--- config.mk ---
export PLATFORM = sky130hd
export DESIGN_NAME = fc_inverter_telegram_engine_top
export DESIGN_NICKNAME = d
export VERILOG_FILES = /design/src/rtl/fcte_pkg.sv /design/src/rtl/fc_inverter_telegram_engine_top.sv /design/src/rtl/fcte_front.sv /design/src/rtl/fcte_queue.sv /design/src/rtl/fcte_back.sv
export SDC_FILE = /design/constraint.sdc
export NUM_CORES = 1
export LEC_CHECK = 0
export CAP_MARGIN = 20
export CORE_ASPECT_RATIO = 1.1
export CORE_UTILIZATION = 57
export DETAILED_ROUTE_END_ITERATION = 6
export DONT_BUFFER_PORTS = 1
export GPL_ROUTABILITY_DRIVEN = 0
export HOLD_SLACK_MARGIN = 0.08
export PLACE_DENSITY = 0.75
export RECOVER_POWER = 25
export SKIP_LAST_GASP = 1
export SLEW_MARGIN = 25
export SYNTH_ARGS = -nofsm -noshare
export SYNTH_HDL_FRONTEND = slang
export SYNTH_SLANG_ARGS = --single-unit
--- constraint.sdc ---
create_clock -name clk_i -period 5 [get_ports clk_i]
set_input_delay 0.25 -clock clk_i [delete_from_list [all_inputs] [get_ports clk_i]]
set_output_delay 0.25 -clock clk_i [all_outputs]
set_load 0.02 [all_outputs]
--- src/rtl/fcte_pkg.sv ---
// Shared types, constants and telegram byte functions for the inverter telegram engine.
package fcte_pkg;

  localparam int FrameBytes = 16;
  localparam int BeatW      = $clog2(FrameBytes);
  localparam int QueueDepth = 2;

  localparam logic [7:0] StartByte  = 8'h02;
  localparam logic [7:0] LenByte    = 8'h0E;
  localparam logic [3:0] AkRead     = 4'h1;
  localparam logic [7:0] AddrOffset = 8'd128;

  localparam logic [1:0] ActStart   = 2'd0;
  localparam logic [1:0] ActRxByte  = 2'd1;
  localparam logic [1:0] ActTimeout = 2'd2;

  localparam logic [1:0] OutOk       = 2'd0;
  localparam logic [1:0] OutChecksum = 2'd1;
  localparam logic [1:0] OutHeader   = 2'd2;
  localparam logic [1:0] OutTimeout  = 2'd3;

  localparam logic KindTx     = 1'b0;
  localparam logic KindReport = 1'b1;

  localparam logic [BeatW-1:0] LastPos = BeatW'(FrameBytes - 1);

  typedef enum logic [1:0] {
    PhIdle,
    PhWait,
    PhCollect
  } fcte_phase_e;

  // one queue entry: a request to expand, or a finished report
  typedef struct packed {
    logic        is_report;
    logic [11:0] pnu;
    logic [7:0]  addr_b;
    logic [1:0]  outcome;
    logic [31:0] value;
    logic [15:0] status;
  } fcte_cmd_t;

  function automatic logic [7:0] fcte_addr_byte(input logic [4:0] addr);
    logic [4:0] a;
    a = (addr == 5'd0) ? 5'd1 : addr;
    return AddrOffset | {3'b000, a};
  endfunction

  // request byte at a position, BCC excluded
  function automatic logic [7:0] fcte_req_byte(input logic [BeatW-1:0] pos,
                                               input logic [7:0] addr_b,
                                               input logic [11:0] pnu);
    logic [7:0] b;
    case (pos)
      BeatW'(0): b = StartByte;
      BeatW'(1): b = LenByte;
      BeatW'(2): b = addr_b;
      BeatW'(3): b = {AkRead, pnu[11:8]};
      BeatW'(4): b = pnu[7:0];
      default:   b = 8'h00;
    endcase
    return b;
  endfunction

endpackage

--- src/rtl/fc_inverter_telegram_engine_top.sv ---
// Path: an accepted input beat is registered in the command queue, and the back end then
//   registers its first result beat in the output register, where the master side takes it.
// Throughput: one input beat per cycle while the command queue has room; a start request
//   is expanded into sixteen transmit beats, one request byte per beat, as the output accepts them.
// Reports take one output beat; the command queue lets input flow while a beat waits, until it fills.
// Reset: asynchronous, active low; clears phase, counters, queue and output valid, and
//   sets the unit address to 1.
module fc_inverter_telegram_engine_top import fcte_pkg::*; #(
  parameter int QUEUE_DEPTH = QueueDepth
) (
  input  logic        clk_i,
  input  logic        rst_ni,
  input  logic        cfg_we_i,
  input  logic [4:0]  cfg_wdata_i,     // unit_address
  input  logic        s_axis_tvalid_i,
  output logic        s_axis_tready_o,
  input  logic [23:0] s_axis_tdata_i,  // param_number[11:0], rx_byte[19:12], zero fill
  input  logic [1:0]  s_axis_tuser_i,  // action
  output logic        m_axis_tvalid_o,
  input  logic        m_axis_tready_i,
  output logic [63:0] m_axis_tdata_o,  // tx_byte[7:0], outcome[9:8], param_value[41:10],
                                       // status[57:42], zero fill
  output logic [0:0]  m_axis_tuser_o,  // kind
  output logic        m_axis_tlast_o   // last_byte
);

  logic      accept;
  logic      push, pop, full, head_valid;
  fcte_cmd_t cmd, head;

  logic        kind;
  logic [7:0]  tx_byte;
  logic [1:0]  outcome;
  logic [31:0] param_value;
  logic [15:0] pcd_status;

  assign s_axis_tready_o = !full;
  assign accept          = s_axis_tvalid_i && !full;

  fcte_front u_front (
    .clk_i          (clk_i),
    .rst_ni         (rst_ni),
    .cfg_we_i       (cfg_we_i),
    .cfg_wdata_i    (cfg_wdata_i),
    .accept_i       (accept),
    .action_i       (s_axis_tuser_i),
    .param_number_i (s_axis_tdata_i[11:0]),
    .rx_byte_i      (s_axis_tdata_i[19:12]),
    .push_o         (push),
    .cmd_o          (cmd)
  );

  fcte_queue #(.Depth(QUEUE_DEPTH)) u_queue (
    .clk_i   (clk_i),
    .rst_ni  (rst_ni),
    .push_i  (push),
    .cmd_i   (cmd),
    .pop_i   (pop),
    .full_o  (full),
    .valid_o (head_valid),
    .head_o  (head)
  );

  fcte_back u_back (
    .clk_i         (clk_i),
    .rst_ni        (rst_ni),
    .head_valid_i  (head_valid),
    .head_i        (head),
    .pop_o         (pop),
    .out_valid_o   (m_axis_tvalid_o),
    .out_ready_i   (m_axis_tready_i),
    .kind_o        (kind),
    .tx_byte_o     (tx_byte),
    .last_byte_o   (m_axis_tlast_o),
    .outcome_o     (outcome),
    .param_value_o (param_value),
    .pcd_status_o  (pcd_status)
  );

  assign m_axis_tuser_o = kind;
  assign m_axis_tdata_o = {6'b0, pcd_status, param_value, outcome, tx_byte};

endmodule

--- src/rtl/fcte_front.sv ---
// Front end: accepts beats, tracks the reply frame and queues requests and reports.
module fcte_front import fcte_pkg::*; (
  input  logic        clk_i,
  input  logic        rst_ni,
  input  logic        cfg_we_i,
  input  logic [4:0]  cfg_wdata_i,
  input  logic        accept_i,
  input  logic [1:0]  action_i,
  input  logic [11:0] param_number_i,
  input  logic [7:0]  rx_byte_i,
  output logic        push_o,
  output fcte_cmd_t   cmd_o
);

  fcte_phase_e      phase_q, phase_d;
  logic [4:0]       unit_address_q;
  logic [BeatW-1:0] cnt_q, cnt_d;
  logic [7:0]       xor_q, xor_d;
  logic             hdr_q, hdr_d;
  logic [11:0]      pnu_q, pnu_d;
  logic [31:0]      value_q, value_d;
  logic [15:0]      status_q, status_d;

  logic [BeatW-1:0] pos;
  logic [7:0]       xor_cur;
  logic             hdr_cur;
  logic             frame_byte;
  logic             checked;
  logic [7:0]       expected;
  logic [7:0]       addr_b;

  assign addr_b = fcte_addr_byte(unit_address_q);

  // a start byte seen while waiting opens the frame at position zero
  assign pos     = (phase_q == PhWait) ? '0 : cnt_q;
  assign xor_cur = (phase_q == PhWait) ? 8'h00 : xor_q;
  assign hdr_cur = (phase_q == PhWait) ? 1'b1 : hdr_q;
  assign frame_byte = accept_i && (action_i == ActRxByte) &&
                      ((phase_q == PhCollect) ||
                       ((phase_q == PhWait) && (rx_byte_i == StartByte)));
  assign checked  = (pos <= BeatW'(2)) || ((pos >= BeatW'(4)) && (pos <= BeatW'(6)));
  assign expected = fcte_req_byte(pos, addr_b, pnu_q);

  always_comb begin
    phase_d = phase_q;
    if (accept_i) begin
      unique case (phase_q)
        PhIdle: begin
          if (action_i == ActStart) phase_d = PhWait;
        end
        PhWait: begin
          if (frame_byte) phase_d = PhCollect;
          else if (action_i == ActTimeout) phase_d = PhIdle;
        end
        PhCollect: begin
          if (frame_byte && (pos == LastPos)) phase_d = PhIdle;
          else if (action_i == ActTimeout) phase_d = PhIdle;
        end
        default: phase_d = PhIdle;
      endcase
    end
  end

  always_comb begin
    cnt_d    = cnt_q;
    xor_d    = xor_q;
    hdr_d    = hdr_q;
    pnu_d    = pnu_q;
    value_d  = value_q;
    status_d = status_q;
    push_o   = 1'b0;
    cmd_o    = '0;
    cmd_o.addr_b = addr_b;
    if (accept_i && (phase_q == PhIdle) && (action_i == ActStart)) begin
      pnu_d           = param_number_i;
      push_o          = 1'b1;
      cmd_o.is_report = 1'b0;
      cmd_o.pnu       = param_number_i;
    end
    if (frame_byte) begin
      if (pos != LastPos) begin
        cnt_d = pos + BeatW'(1);
        xor_d = xor_cur ^ rx_byte_i;
        hdr_d = hdr_cur & ~(checked && (rx_byte_i != expected));
        if ((pos >= BeatW'(7)) && (pos <= BeatW'(10))) value_d = {value_q[23:0], rx_byte_i};
        if ((pos == BeatW'(11)) || (pos == BeatW'(12))) status_d = {status_q[7:0], rx_byte_i};
      end else begin
        cnt_d           = '0;
        push_o          = 1'b1;
        cmd_o.is_report = 1'b1;
        if (rx_byte_i != xor_cur) begin
          cmd_o.outcome = OutChecksum;
        end else if (!hdr_cur) begin
          cmd_o.outcome = OutHeader;
        end else begin
          cmd_o.outcome = OutOk;
          cmd_o.value   = value_q;
          cmd_o.status  = status_q;
        end
      end
    end
    if (accept_i && (phase_q != PhIdle) && (action_i == ActTimeout)) begin
      cnt_d           = '0;
      push_o          = 1'b1;
      cmd_o.is_report = 1'b1;
      cmd_o.outcome   = OutTimeout;
    end
  end

  always_ff @(posedge clk_i or negedge rst_ni) begin
    if (!rst_ni) begin
      phase_q        <= PhIdle;
      unit_address_q <= 5'd1;
      cnt_q          <= '0;
      xor_q          <= 8'h00;
      hdr_q          <= 1'b1;
    end else begin
      phase_q <= phase_d;
      cnt_q   <= cnt_d;
      xor_q   <= xor_d;
      hdr_q   <= hdr_d;
      if (cfg_we_i) unit_address_q <= cfg_wdata_i;
    end
  end

  always_ff @(posedge clk_i) begin
    pnu_q    <= pnu_d;
    value_q  <= value_d;
    status_q <= status_d;
  end

endmodule

--- src/rtl/fcte_queue.sv ---
// Short command queue between the front and back ends.
module fcte_queue import fcte_pkg::*; #(
  parameter int Depth = QueueDepth
) (
  input  logic      clk_i,
  input  logic      rst_ni,
  input  logic      push_i,
  input  fcte_cmd_t cmd_i,
  input  logic      pop_i,
  output logic      full_o,
  output logic      valid_o,
  output fcte_cmd_t head_o
);

  localparam int PtrW = (Depth > 1) ? $clog2(Depth) : 1;
  localparam int CntW = $clog2(Depth + 1);

  fcte_cmd_t       mem_q [Depth];
  logic [PtrW-1:0] wptr_q, rptr_q;
  logic [CntW-1:0] count_q;
  logic            do_push, do_pop;

  assign full_o  = (count_q == CntW'(Depth));
  assign valid_o = (count_q != '0);
  assign head_o  = mem_q[rptr_q];
  assign do_push = push_i && !full_o;
  assign do_pop  = pop_i && valid_o;

  always_ff @(posedge clk_i or negedge rst_ni) begin
    if (!rst_ni) begin
      wptr_q  <= '0;
      rptr_q  <= '0;
      count_q <= '0;
    end else begin
      if (do_push) wptr_q <= (wptr_q == PtrW'(Depth - 1)) ? '0 : wptr_q + PtrW'(1);
      if (do_pop)  rptr_q <= (rptr_q == PtrW'(Depth - 1)) ? '0 : rptr_q + PtrW'(1);
      if (do_push && !do_pop)      count_q <= count_q + CntW'(1);
      else if (do_pop && !do_push) count_q <= count_q - CntW'(1);
    end
  end

  always_ff @(posedge clk_i) begin
    if (do_push) mem_q[wptr_q] <= cmd_i;
  end

endmodule

--- src/rtl/fcte_back.sv ---
// Back end: expands requests into sixteen transmit beats and drives the output register.
module fcte_back import fcte_pkg::*; (
  input  logic        clk_i,
  input  logic        rst_ni,
  input  logic        head_valid_i,
  input  fcte_cmd_t   head_i,
  output logic        pop_o,
  output logic        out_valid_o,
  input  logic        out_ready_i,
  output logic        kind_o,
  output logic [7:0]  tx_byte_o,
  output logic        last_byte_o,
  output logic [1:0]  outcome_o,
  output logic [31:0] param_value_o,
  output logic [15:0] pcd_status_o
);

  logic [BeatW-1:0] cnt_q, cnt_d;
  logic             ovalid_q, ovalid_d;
  logic             load;
  logic [7:0]       bcc;
  logic [7:0]       tx_d;

  logic        kind_q;
  logic [7:0]  tx_q;
  logic        last_q;
  logic [1:0]  outcome_q;
  logic [31:0] value_q;
  logic [15:0] status_q;

  always_comb begin
    bcc = 8'h00;
    for (int i = 0; i < FrameBytes - 1; i++) begin
      bcc = bcc ^ fcte_req_byte(BeatW'(i), head_i.addr_b, head_i.pnu);
    end
  end

  assign load  = head_valid_i && (!ovalid_q || out_ready_i);
  assign pop_o = load && (head_i.is_report || (cnt_q == LastPos));
  assign tx_d  = (cnt_q == LastPos) ? bcc : fcte_req_byte(cnt_q, head_i.addr_b, head_i.pnu);

  always_comb begin
    cnt_d    = cnt_q;
    ovalid_d = ovalid_q;
    if (load) begin
      ovalid_d = 1'b1;
      if (!head_i.is_report) cnt_d = (cnt_q == LastPos) ? '0 : cnt_q + BeatW'(1);
    end else if (out_ready_i) begin
      ovalid_d = 1'b0;
    end
  end

  always_ff @(posedge clk_i or negedge rst_ni) begin
    if (!rst_ni) begin
      cnt_q    <= '0;
      ovalid_q <= 1'b0;
    end else begin
      cnt_q    <= cnt_d;
      ovalid_q <= ovalid_d;
    end
  end

  always_ff @(posedge clk_i) begin
    if (load) begin
      if (head_i.is_report) begin
        kind_q    <= KindReport;
        tx_q      <= 8'h00;
        last_q    <= 1'b0;
        outcome_q <= head_i.outcome;
        value_q   <= head_i.value;
        status_q  <= head_i.status;
      end else begin
        kind_q    <= KindTx;
        tx_q      <= tx_d;
        last_q    <= (cnt_q == LastPos);
        outcome_q <= OutOk;
        value_q   <= 32'h0;
        status_q  <= 16'h0;
      end
    end
  end

  assign out_valid_o   = ovalid_q;
  assign kind_o        = kind_q;
  assign tx_byte_o     = tx_q;
  assign last_byte_o   = last_q;
  assign outcome_o     = outcome_q;
  assign param_value_o = value_q;
  assign pcd_status_o  = status_q;

endmodule

Yosys cells after proc, flatten, opt, wreduce, memory -nomap -nowiden
Memories as Yosys holds them, arrays and structs flattened.
Index checks and enable logic that the tools add are counted.
{ "op_classes": {"add_sub_neg": 6, "n_lt_le_gt_ge": 5, "n_eq_ne": 22, "mux": 40, "bitwise": 7, "reduce_logical": 42} }
{ "op_table": {"columns": ["op", "n"], "rows": [
  ["2-to-1 mux 50 bit", 2],
  ["2-to-1 mux 48 bit", 2],
  ["case mux 8 bit (5 select lines)", 2],
  ["2-to-1 mux 4 bit", 5],
  ["logical AND 1 bit", 18],
  ["2-to-1 mux 2 bit", 9],
  ["equality test 4 x 2 -> 1 bit (second input constant)", 4],
  ["equality test 4 bit (second input constant)", 4],
  ["2-to-1 mux 8 bit", 2],
  ["inequality test 8 bit", 2],
  ["bitwise XOR 8 bit", 2],
  ["2-to-1 mux 1 bit", 15],
  ["2-to-1 mux 12 bit", 1],
  ["nonzero test 2 bit", 5],
  ["adder 4 x 1 -> 4 bit (second input constant)", 2],
  ["equality test 4 x 1 -> 1 bit (second input constant)", 2],
  ["equality test 4 x 3 -> 1 bit (second input constant)", 2],
  ["equality test 8 x 2 -> 1 bit (second input constant)", 1],
  ["greater-or-equal comparator 4 x 3 -> 1 bit (second input constant)", 2],
  ["logical NOT 4 bit", 2],
  ["bitwise XOR 8 x 5 -> 8 bit", 1],
  ["equality test 2 bit (second input constant)", 3],
  ["case mux 2 bit (3 select lines)", 1],
  ["AND reduction 2 bit", 3],
  ["18 further kinds", 30]
]} }
{ "totals": {"ff_bits": 149, "mem_bits_rw": 136, "inputBits": 36, "out_inout_bits": 68, "elab_cells": 142, "n_memories": 1} }
{ "mem_list": {"columns": ["memory", "depth", "width", "rd", "rd_ports_with_merged_regs", "write_ports", "line_no", "source"], "rows": [
  ["u_queue.mem_q", 2, 68, 1, 0, 1, "fcte_queue.sv:18", "fcte_cmd_t mem_q [Depth];"]
]} }

Longest topological paths before layout
Gate-level depths: netlist of run 1.
{ "depth": {"word_depth": 14, "depth_mapped": 11, "mapped_depth_nobuf": 9} }

By module
A second synthesis of run 1 with hierarchy kept.
{ "hier_totals": {"hier_cells": 797, "hier_area_um2": 12499.5} }
{ "modules_own_cells": {"columns": ["mod", "instances", "cells_per_inst", "area_each_um2", "seq_area_each_um2"], "rows": [
  ["fcte_queue", 1, 240, 5674.2, 4364.2],
  ["fcte_front", 1, 348, 3986.3, 2304.7],
  ["fcte_back", 1, 200, 2780.2, 1926.8],
  ["fc_inverter_telegram_engine_top", 1, 9, 58.8, 0.0]
]} }

Least setup slack after synthesis of run 1
Ideal clock, no wire load.
{ "synth_timing": {"path_kind": "reg-to-reg", "from": "register u_queue.count_q[0]", "to": "memory u_queue.mem_q[1][0] in the netlist's numbering, enable pin", "setup_ns": 0.502, "arrival_ns": 4.494, "required_time_ns": 4.498, "setup_slack_ns": 0.004, "path_stages_with_launch": 7, "n_path_buf": 1, "period_less_slack_ns": 4.996, "path_cell_list": "dfrtp_1 nand2b_1 clkbuf_2 nand4b_2 o31ai_1 nor2_1 nor2b_1"} }
{ "synth_via": {"elab_chain_cells": 12, "elab_cells_between_ends": 16, "classes_between": "eq/ne: 1; mux: 6; reduce/logical: 9"} }
{ "synth_lines": {"columns": ["item", "line_no", "source"], "rows": [
  ["from (decl)", "fcte_queue.sv:20", "logic [CntW-1:0] count_q;"],
  ["from (signal assigned)", "fcte_queue.sv:37", "if (do_push && !do_pop) count_q <= count_q + CntW'(1);"],
  ["from (signal assigned)", "fcte_queue.sv:38", "else if (do_pop && !do_push) count_q <= count_q - CntW'(1);"],
  ["equality test 2 bit (*)", "fcte_queue.sv:23", "assign full_o = (count_q == CntW'(Depth));"],
  ["logical NOT 1 bit (*)", null, null],
  ["net s_axis_tready_o", "fc_inverter_telegram_engine_top.sv:16", "output logic s_axis_tready_o,"],
  ["logical AND 1 bit", "fc_inverter_telegram_engine_top.sv:38", "assign accept = s_axis_tvalid_i && !full;"],
  ["logical AND 1 bit (2 in a row)", "fcte_front.sv:74", "if (accept_i && (phase_q == PhIdle) && (action_i == ActStart)) begin"],
  ["2-to-1 mux 1 bit", "fcte_front.sv:74", null],
  ["2-to-1 mux 1 bit", "fcte_front.sv:81", "if (pos != LastPos) begin"],
  ["2-to-1 mux 1 bit", "fcte_front.sv:80", "if (frame_byte) begin"],
  ["2-to-1 mux 1 bit", "fcte_front.sv:102", "if (accept_i && (phase_q != PhIdle) && (action_i == ActTimeout)) begin"],
  ["logical AND 1 bit (*)", "fcte_queue.sv:26", "assign do_push = push_i && !full_o;"],
  ["2-to-1 mux 1 bit (*)", "fcte_queue.sv:43", "if (do_push) mem_q[wptr_q] <= cmd_i;"],
  ["2-to-1 mux 1 bit (implied by the code) (*)", "fcte_queue.sv:43", null],
  ["to (decl)", "fcte_queue.sv:18", null]
]} }
Mark *: on every way through the listed nets, which the timed path passes. The rest lies on a longest branch.

Worst setup path after layout of run 1
{ "layout_timing": {"from": "register u_queue.count_q[0]", "to": "memory u_queue.mem_q[0][19] in the netlist's numbering, enable pin"} }
Same word-level chain as after synthesis.

==> run_results.csv, run 1 <==
group,metric,value,unit
finish,utilization,0.654,
worst_setup_path,endpoint_kind,"register",
yosys,synth_area,0.0120,mm²
finish,drive_gt1_frac,0.127,
finish,nets,893,
worst_setup_path,start_kind,"register",
yosys,synth_cell_types,66,
sta,max_slew_margin,-0.141,
worst_setup_path,arrival,3.69,ns
placement,portBuffers,0,
sta,finalCritPeriodShare,0.706,
clock_network,ctsResizeCount,0,
die,placement_rows,55,
yosys,yosys.area.top_type,"edfxtp_1",
sta,tightest_slew,1.71,ns
clock_network,cts_root_buf,"clkbuf_16",
global_route,grt.overflow.total,0,
yosys,ys.flop_type,"edfxtp_1",
power_and_ir_drop,ir_drop,312,µV
worst_setup_path,max_stage_delay,0.68,ns
clock_network,clk_latency,0.53,ns
finish,final_cell_mix,"edfxtp_1 (256), nor2_1 (90), mux2i_1 (68)",
routing,wl,22.1,mm
worst_setup_path,crit_fanout,51,
power_and_ir_drop,pwr_density_cell,501,mW/mm²
finish,areaGrowthSynthToFinish,12.2,%
die,initial_core_util,0.583,
yosys,synth_edf_count,256,
routing,wire_per_inst,19.6,µm
placement,dp_slack,1.42,ns
clock_network,cts_inserted_buffers,28,
power_and_ir_drop,p_leak,4.82,nW
clock_network,post_cts_buffers,0,
finish,regArea,0.00842,mm²
die,io_pins,104,
yosys,netlist.area_leader.share,0.639,
global_route,grt_pass1_vias,6701,
routing,vias,6622,
sta,setup_ws,1.47,ns
yosys,yosys_warnings,0,
run_status,violations,"capacitance limit, slew limit",
sta,finalHoldViolations,0,
die,die_area,0.0217,mm²
hold_path,hold_path_class,"primary input to register",
sta,rsz0062_at_grt,"false",
routing,drt_drc_violations_left,0,
finish,antenna_cells,0,
routing,avgViaCountPerCell,5.87,
sta,setup_violations,0,
placement,hpwl,13.3,mm
sta,finClkSkew,0.0208,ns
clock_network,clockBufferDepth,3,
finish,final_common_cell,"edfxtp_1",
worst_setup_path,cp_top_family,"simple AND/OR/NAND/NOR gates",
clock_network,htreeDepth,1,
sta,maxSlewViolCount,30,
yosys,synth-seq-cells,285,
routing,ant_nets,0,
global_route,grt_pass1_wl,34.9,mm
finish,multi_input_area,0.00317,mm²
worst_setup_path,crit_chain,"nand2b_1, nand4b_2, o31ai_1, nor2_1, nor2_4, buf_4",
routing,drt-pass1-iter-count,5,
sta,finalCriticalPeriod,3.53,ns
yosys,syn_area_per_cell,14.5,µm²
finish,n_fill_cell,1434,
global_route,grt_max_degree,61,
run_status,status,"finished with violations",
yosys,seq_area_frac_synth,0.699,
power_and_ir_drop,finalPower,6.76,mW
worst_setup_path,path_buf_inv,1,
yosys,syn_inst,831,
worst_setup_path,slowest_stage,"buf_4",
global_route,grtUsageTotal,0.207,
global_route,antenna_found_initial,1,
clock_network,cts.sinks,285,
yosys,ys_async_sr_fraction,0.102,
die,core_area,0.0206,mm²
worst_setup_path,path_class,"register to register",
job,max_cap_viol_count,1,
worst_setup_path,rrSetupSlack,1.47,ns
sta,fin_setup_tns,0,ns
clock_network,cts.reportedPaths.clkPinSlew,0.06,ns
worst_setup_path,cp.required,5.16,ns
routing,initialDrtViolationCount,440,
die,chipHeight,154,µm
yosys,yosys-top-cells-area,"edfxtp_1 (64%), mux2i_1 (5.7%), dfrtp_1 (5.6%), nor2_1 (2.9%), nor4_2 (2.2%)",
sta,max_freq,283,MHz
die,die_w,141,µm
clock_network,cts_tree,"yes",
[registers in the layout, indices dropped and copies added, names as in the netlist]
name	count
u_back.cnt_q	4
u_back.kind_o	1
u_back.last_byte_o	1
u_back.out_valid_o	1
u_back.outcome_o	2
u_back.param_value_o	32
u_back.pcd_status_o	16
u_back.tx_byte_o	8
u_front.cnt_q	4
u_front.hdr_q	1
u_front.phase_q	2
u_front.pnu_q	12
u_front.status_q	16
u_front.unit_address_q	5
u_front.value_q	32
u_front.xor_q	8
u_queue.count_q	2
u_queue.mem_q	136
u_queue.rptr_q	1
u_queue.wptr_q	1
[cells by family (layout without fill, tap and decap cells)]
kind of cell | count (synthesis) | in the layout | share of synthesized area
AOI/OAI and AO/OA | 87 | 87 | 0.0527
xor gates and xnor gates | 27 | 27 | 0.0197
adders and majority gates | 7 | 7 | 0.00728
buffers and inverters | 117 | 153 | 0.0425
DFF | 285 | 285 | 0.699
muxes | 77 | 77 | 0.0649
other | 1 | 6 | 0.000312
and+or+nand+nor | 230 | 230 | 0.113
[metrics by stage]
step	cell area [µm²]	cells	hold slack (ns)
floorplan	12100	836	-0.0456
global placement	12200	1041	-0.0442
detailed placement	12200	1041	-0.0447
CTS	13500	1128	0.0830
global route	13500	1128	0.105
finish	13500	1128	0.0960
[layer usage]
| layer | wire (µm) | track usage | vias to the layer above |
|---|---|---|---|
| met5 | 13 | 0 | - |
| met4 | 543 | 0.0719 | 2 |
| met3 | 1180 | 0.0387 | 42 |
| met2 | 11800 | 0.379 | 187 |
| met1 | 8620 | 0.243 | 3283 |
| li1 | - | - | 3108 |
[final timing paths]
path / start / to / cells after the start
worst max-delay path: u_queue.count_q[0]$_DFFE_PN0P_ / u_queue.mem_q[0][19]$_DFFE_PP_ / 6
worst max register to register: u_queue.count_q[0]$_DFFE_PN0P_ / u_queue.mem_q[0][19]$_DFFE_PP_ / 6
worst min-delay path: s_axis_tvalid_i / u_front.phase_q[0]$_DFFE_PN0P_ / 4
max in group asynchronous: rst_ni / u_queue.rptr_q$_DFFE_PN0P_ / 2
worst min register to register: u_front.value_q[11]$_DFFE_PP_ / u_front.value_q[19]$_DFFE_PP_ / 0
min in group asynchronous: rst_ni / u_front.xor_q[3]$_DFFE_PN0P_ / 2
[final cells by class]
cell class,instances,share of cell area
flip-flops and latches,285,0.623
inverters,55,0.0153
multi-input cells,434,0.235
well taps,256,0.0237
clock buffers,38,0.0599
repair buffers,46,0.0325
clock inverters,14,0.0106
[worst reg2reg max path: stages (launching register included)]
cell and delay (ns):
dfrtp_1 0.43, nand2b_1 0.48, nand4b_2 0.35, o31ai_1 0.51
nor2_1 0.25, nor2_4 0.46, buf_4 0.68
[power by group]
group | switching [mW] | internal [mW] | leakage [nW] | total, mW
clock | 0.859 | 1.24 | 0.463 | 2.10
combinational | 0.647 | 0.414 | 1.61 | 1.06
sequential | 0.498 | 3.10 | 2.75 | 3.60
total | 2.00 | 4.76 | 4.82 | 6.76
[synth_stat cells (6+ instances only)]
cell type	n
inv_1	55
xor2_1	7
o211ai_1	7
xnor2_1	20
buf_4	9
a21oi_1	16
o21ai_0	8
ha_1	7
nor2b_1	7
nor2_1	92
and3b_1	9
clkbuf_1	27
a311oi_1	7
nand2_1	18
nor4_1	29
dfrtp_1	27
mux2i_1	69
a22o_1	6
mux2_2	8
and2_1	14
nor4_2	21
buf_2	18
edfxtp_1	256
[timing repair]
item | in CTS | in global routing
endpoints found under the setup margin | 0 | 0
hold buffers | 35 | 0
endpoints found under the hold margin | 98 | 0
(Power assumes the default switching activity.)
==> run 2, diff against run 1 <==
- CORE_UTILIZATION: 57 -> 63
- PLACE_DENSITY: 0.75 -> 0.79
- clock period: 5 -> 3.27 ns (I/O delays scaled with it)
==> run 2 against run 1 <==
The flow now finishes without violations. Clock power is 45% higher. Combinational power up 51%. Register-to-register slack got worse by 1.3 ns. Worst setup slack worse by 1.3 ns. Largest cell class unchanged.
==> run_results.csv, run 2 (synthesis results as in run 1) <==
group,metric,value,unit
power_and_ir_drop,p_leak,4.83,nW
sta,finalCriticalPeriod,3.08,ns
global_route,grt_pass1_vias,7083,
power_and_ir_drop,clock_power_share,0.298,
placement,hpwl,13.5,mm
routing,drt_drc_violations_left,0,
sta,finalHoldViolations,0,
clock_network,cts_inserted_buffers,27,
worst_setup_path,cp.required,3.58,ns
global_route,antenna_found_initial,0,
worst_setup_path,endpoint_kind,"register",
run_status,status,"completed",
sta,finClkSkew,0.0140,ns
routing,wl,22.1,mm
die,die_w,134,µm
placement,portBuffers,0,
finish,n_fill_cell,1137,
sta,finalCritPeriodShare,0.943,
global_route,grt_pass1_wl,35.6,mm
global_route,grt_max_degree,61,
clock_network,post_cts_buffers,0,
sta,max_slew_margin,0.189,
routing,wire_per_inst,19.7,µm
sta,tightest_slew,1.22,ns
power_and_ir_drop,seqPwrFrac,0.545,
die,die_area,0.0197,mm²
clock_network,cts_root_buf,"clkbuf_16",
finish,antenna_cells,0,
power_and_ir_drop,combPwrFrac,0.157,
worst_setup_path,crit_fanout,27,
worst_setup_path,rrSetupSlack,0.19,ns
die,placement_rows,52,
hold_path,hold_end,"u_front.hdr_q$_DFFE_PN1P_",
clock_network,cts.reportedPaths.clkPinSlew,0.06,ns
power_and_ir_drop,finalPower,10.2,mW
finish,utilization,0.730,
die,chipHeight,147,µm
power_and_ir_drop,p_sw_frac,0.296,
worst_setup_path,path_class,"register to register",
worst_setup_path,timing.rr.end,"u_queue.mem_q[0][16]$_DFFE_PP_",
hold_path,min_from,"s_axis_tvalid_i",
job,max_cap_viol_count,0,
finish,areaGrowthSynthToFinish,12.4,%
power_and_ir_drop,p_sw,3.02,mW
finish,top_register,"u_queue.mem_q",
routing,drt-pass1-iter-count,5,
global_route,grtUsageTotal,0.232,
finish,largest_reg_flops,136,
sta,max_freq,324,MHz
clock_network,htreeDepth,1,
die,core_area,0.0185,mm²
finish,nets,899,
clock_network,cts.sinks,285,
die,initial_core_util,0.649,
finish,drive_gt1_frac,0.124,
worst_setup_path,r2r-start,"u_queue.count_q[0]$_DFFE_PN0P_",
routing,avgViaCountPerCell,6.07,
sta,rsz0062_at_grt,"false",
finish,regArea,0.00842,mm²
clock_network,clockBufferDepth,3,
worst_setup_path,start_kind,"register",
sta,fin_setup_tns,0,ns
clock_network,cts_tree,"yes",
finish,final_cell_area,0.0135,mm²
die,io_pins,104,
clock_network,clk_latency,0.53,ns
sta,maxSlewViolCount,0,
worst_setup_path,arrival,3.39,ns
sta,setup_violations,0,
routing,vias,6793,
global_route,grt.overflow.total,0,
finish,final_cell_mix,"edfxtp_1 (256), nor2_1 (91), mux2i_1 (68)",
routing,ant_nets,0,
hold_path,hold_path_class,"primary input to register",
sta,fin_hold_ws,0.107,ns
finish,final_common_cell,"edfxtp_1",
placement,placed_cell_area,0.0122,mm²
routing,initialDrtViolationCount,513,
finish,multi_input_area,0.00317,mm²
worst_setup_path,ff2ff_path_depth,7,
power_and_ir_drop,power.internal,7.17,mW
power_and_ir_drop,ir_drop,560,µV
hold_path,hold_depth,4,
power_and_ir_drop,pwr_density_cell,753,mW/mm²
-- run 2: power groups by stage --
stage               clock [mW]  combinational (mW)  sequential, mW
CTS                       3.08                1.62            5.56
global route              3.23                1.74            5.62
finish                    3.04                1.60            5.55
global placement             0                1.48            5.59
detailed placement           0                1.53            5.64
floorplan                    0                1.34            5.41
-- run 2: critical path: stages (launching register included) --
cell           delay, ns
dfrtp_1             0.43
nand2b_2            0.31
nand4b_2            0.29
dlygate4sd3_1       0.68
nor2_2              0.23
o21ai_4             0.28
buf_4               0.34
nor4_1              0.30
-- run 2: worst max path at each step --
stage                                         startpoint                        endpoint  slack (ns)  cells after the start
after detailed placement  u_queue.count_q[0]$_DFFE_PN0P_  u_queue.count_q[1]$_DFFE_PN0P_        0.54                      9
after global placement    u_queue.count_q[0]$_DFFE_PN0P_  u_queue.count_q[1]$_DFFE_PN0P_        0.65                      9
after floorplan           u_queue.count_q[0]$_DFFE_PN0P_   u_queue.mem_q[1][0]$_DFFE_PP_       -0.44                      6
after CTS                 u_queue.count_q[0]$_DFFE_PN0P_  u_queue.mem_q[0][25]$_DFFE_PP_        0.04                      7
final                     u_queue.count_q[0]$_DFFE_PN0P_  u_queue.mem_q[0][16]$_DFFE_PP_        0.19                      7
after global routing      u_queue.count_q[0]$_DFFE_PN0P_  u_queue.mem_q[0][16]$_DFFE_PP_        0.03                      7
-- run 2: what timing repair did --
item,4_1_cts,5_1_grt
hold buffers,39,0
gates resized for setup,0,2
setup endpoints to repair,0,40
hold endpoints to repair,99,0
-- run 2: area by class of cell --
class	instances	area share
clock buffers	41	0.0597
clock inverters	9	0.00583
inverters	55	0.0153
multi-input cells	434	0.235
flip-flops and latches	285	0.622
well taps	243	0.0225
repair buffers	53	0.0399
-- run 2: stage by stage --
stage / cells / setup WS (ns)
after floorplan: 836 / -0.438
after global placement: 1031 / 0.653
after detailed placement: 1031 / 0.539
after CTS: 1120 / 0.0439
after global routing: 1120 / 0.0344
final: 1120 / 0.187
-- run 2: per-layer routing --
metal  global-route usage  vias up  wire (µm)
li1                     -     3123          -
met1                0.296     3325       8880
met2                0.388      273      11000
met3               0.0428       72       1470
met4                0.103        0        711
met5                    0        -          0
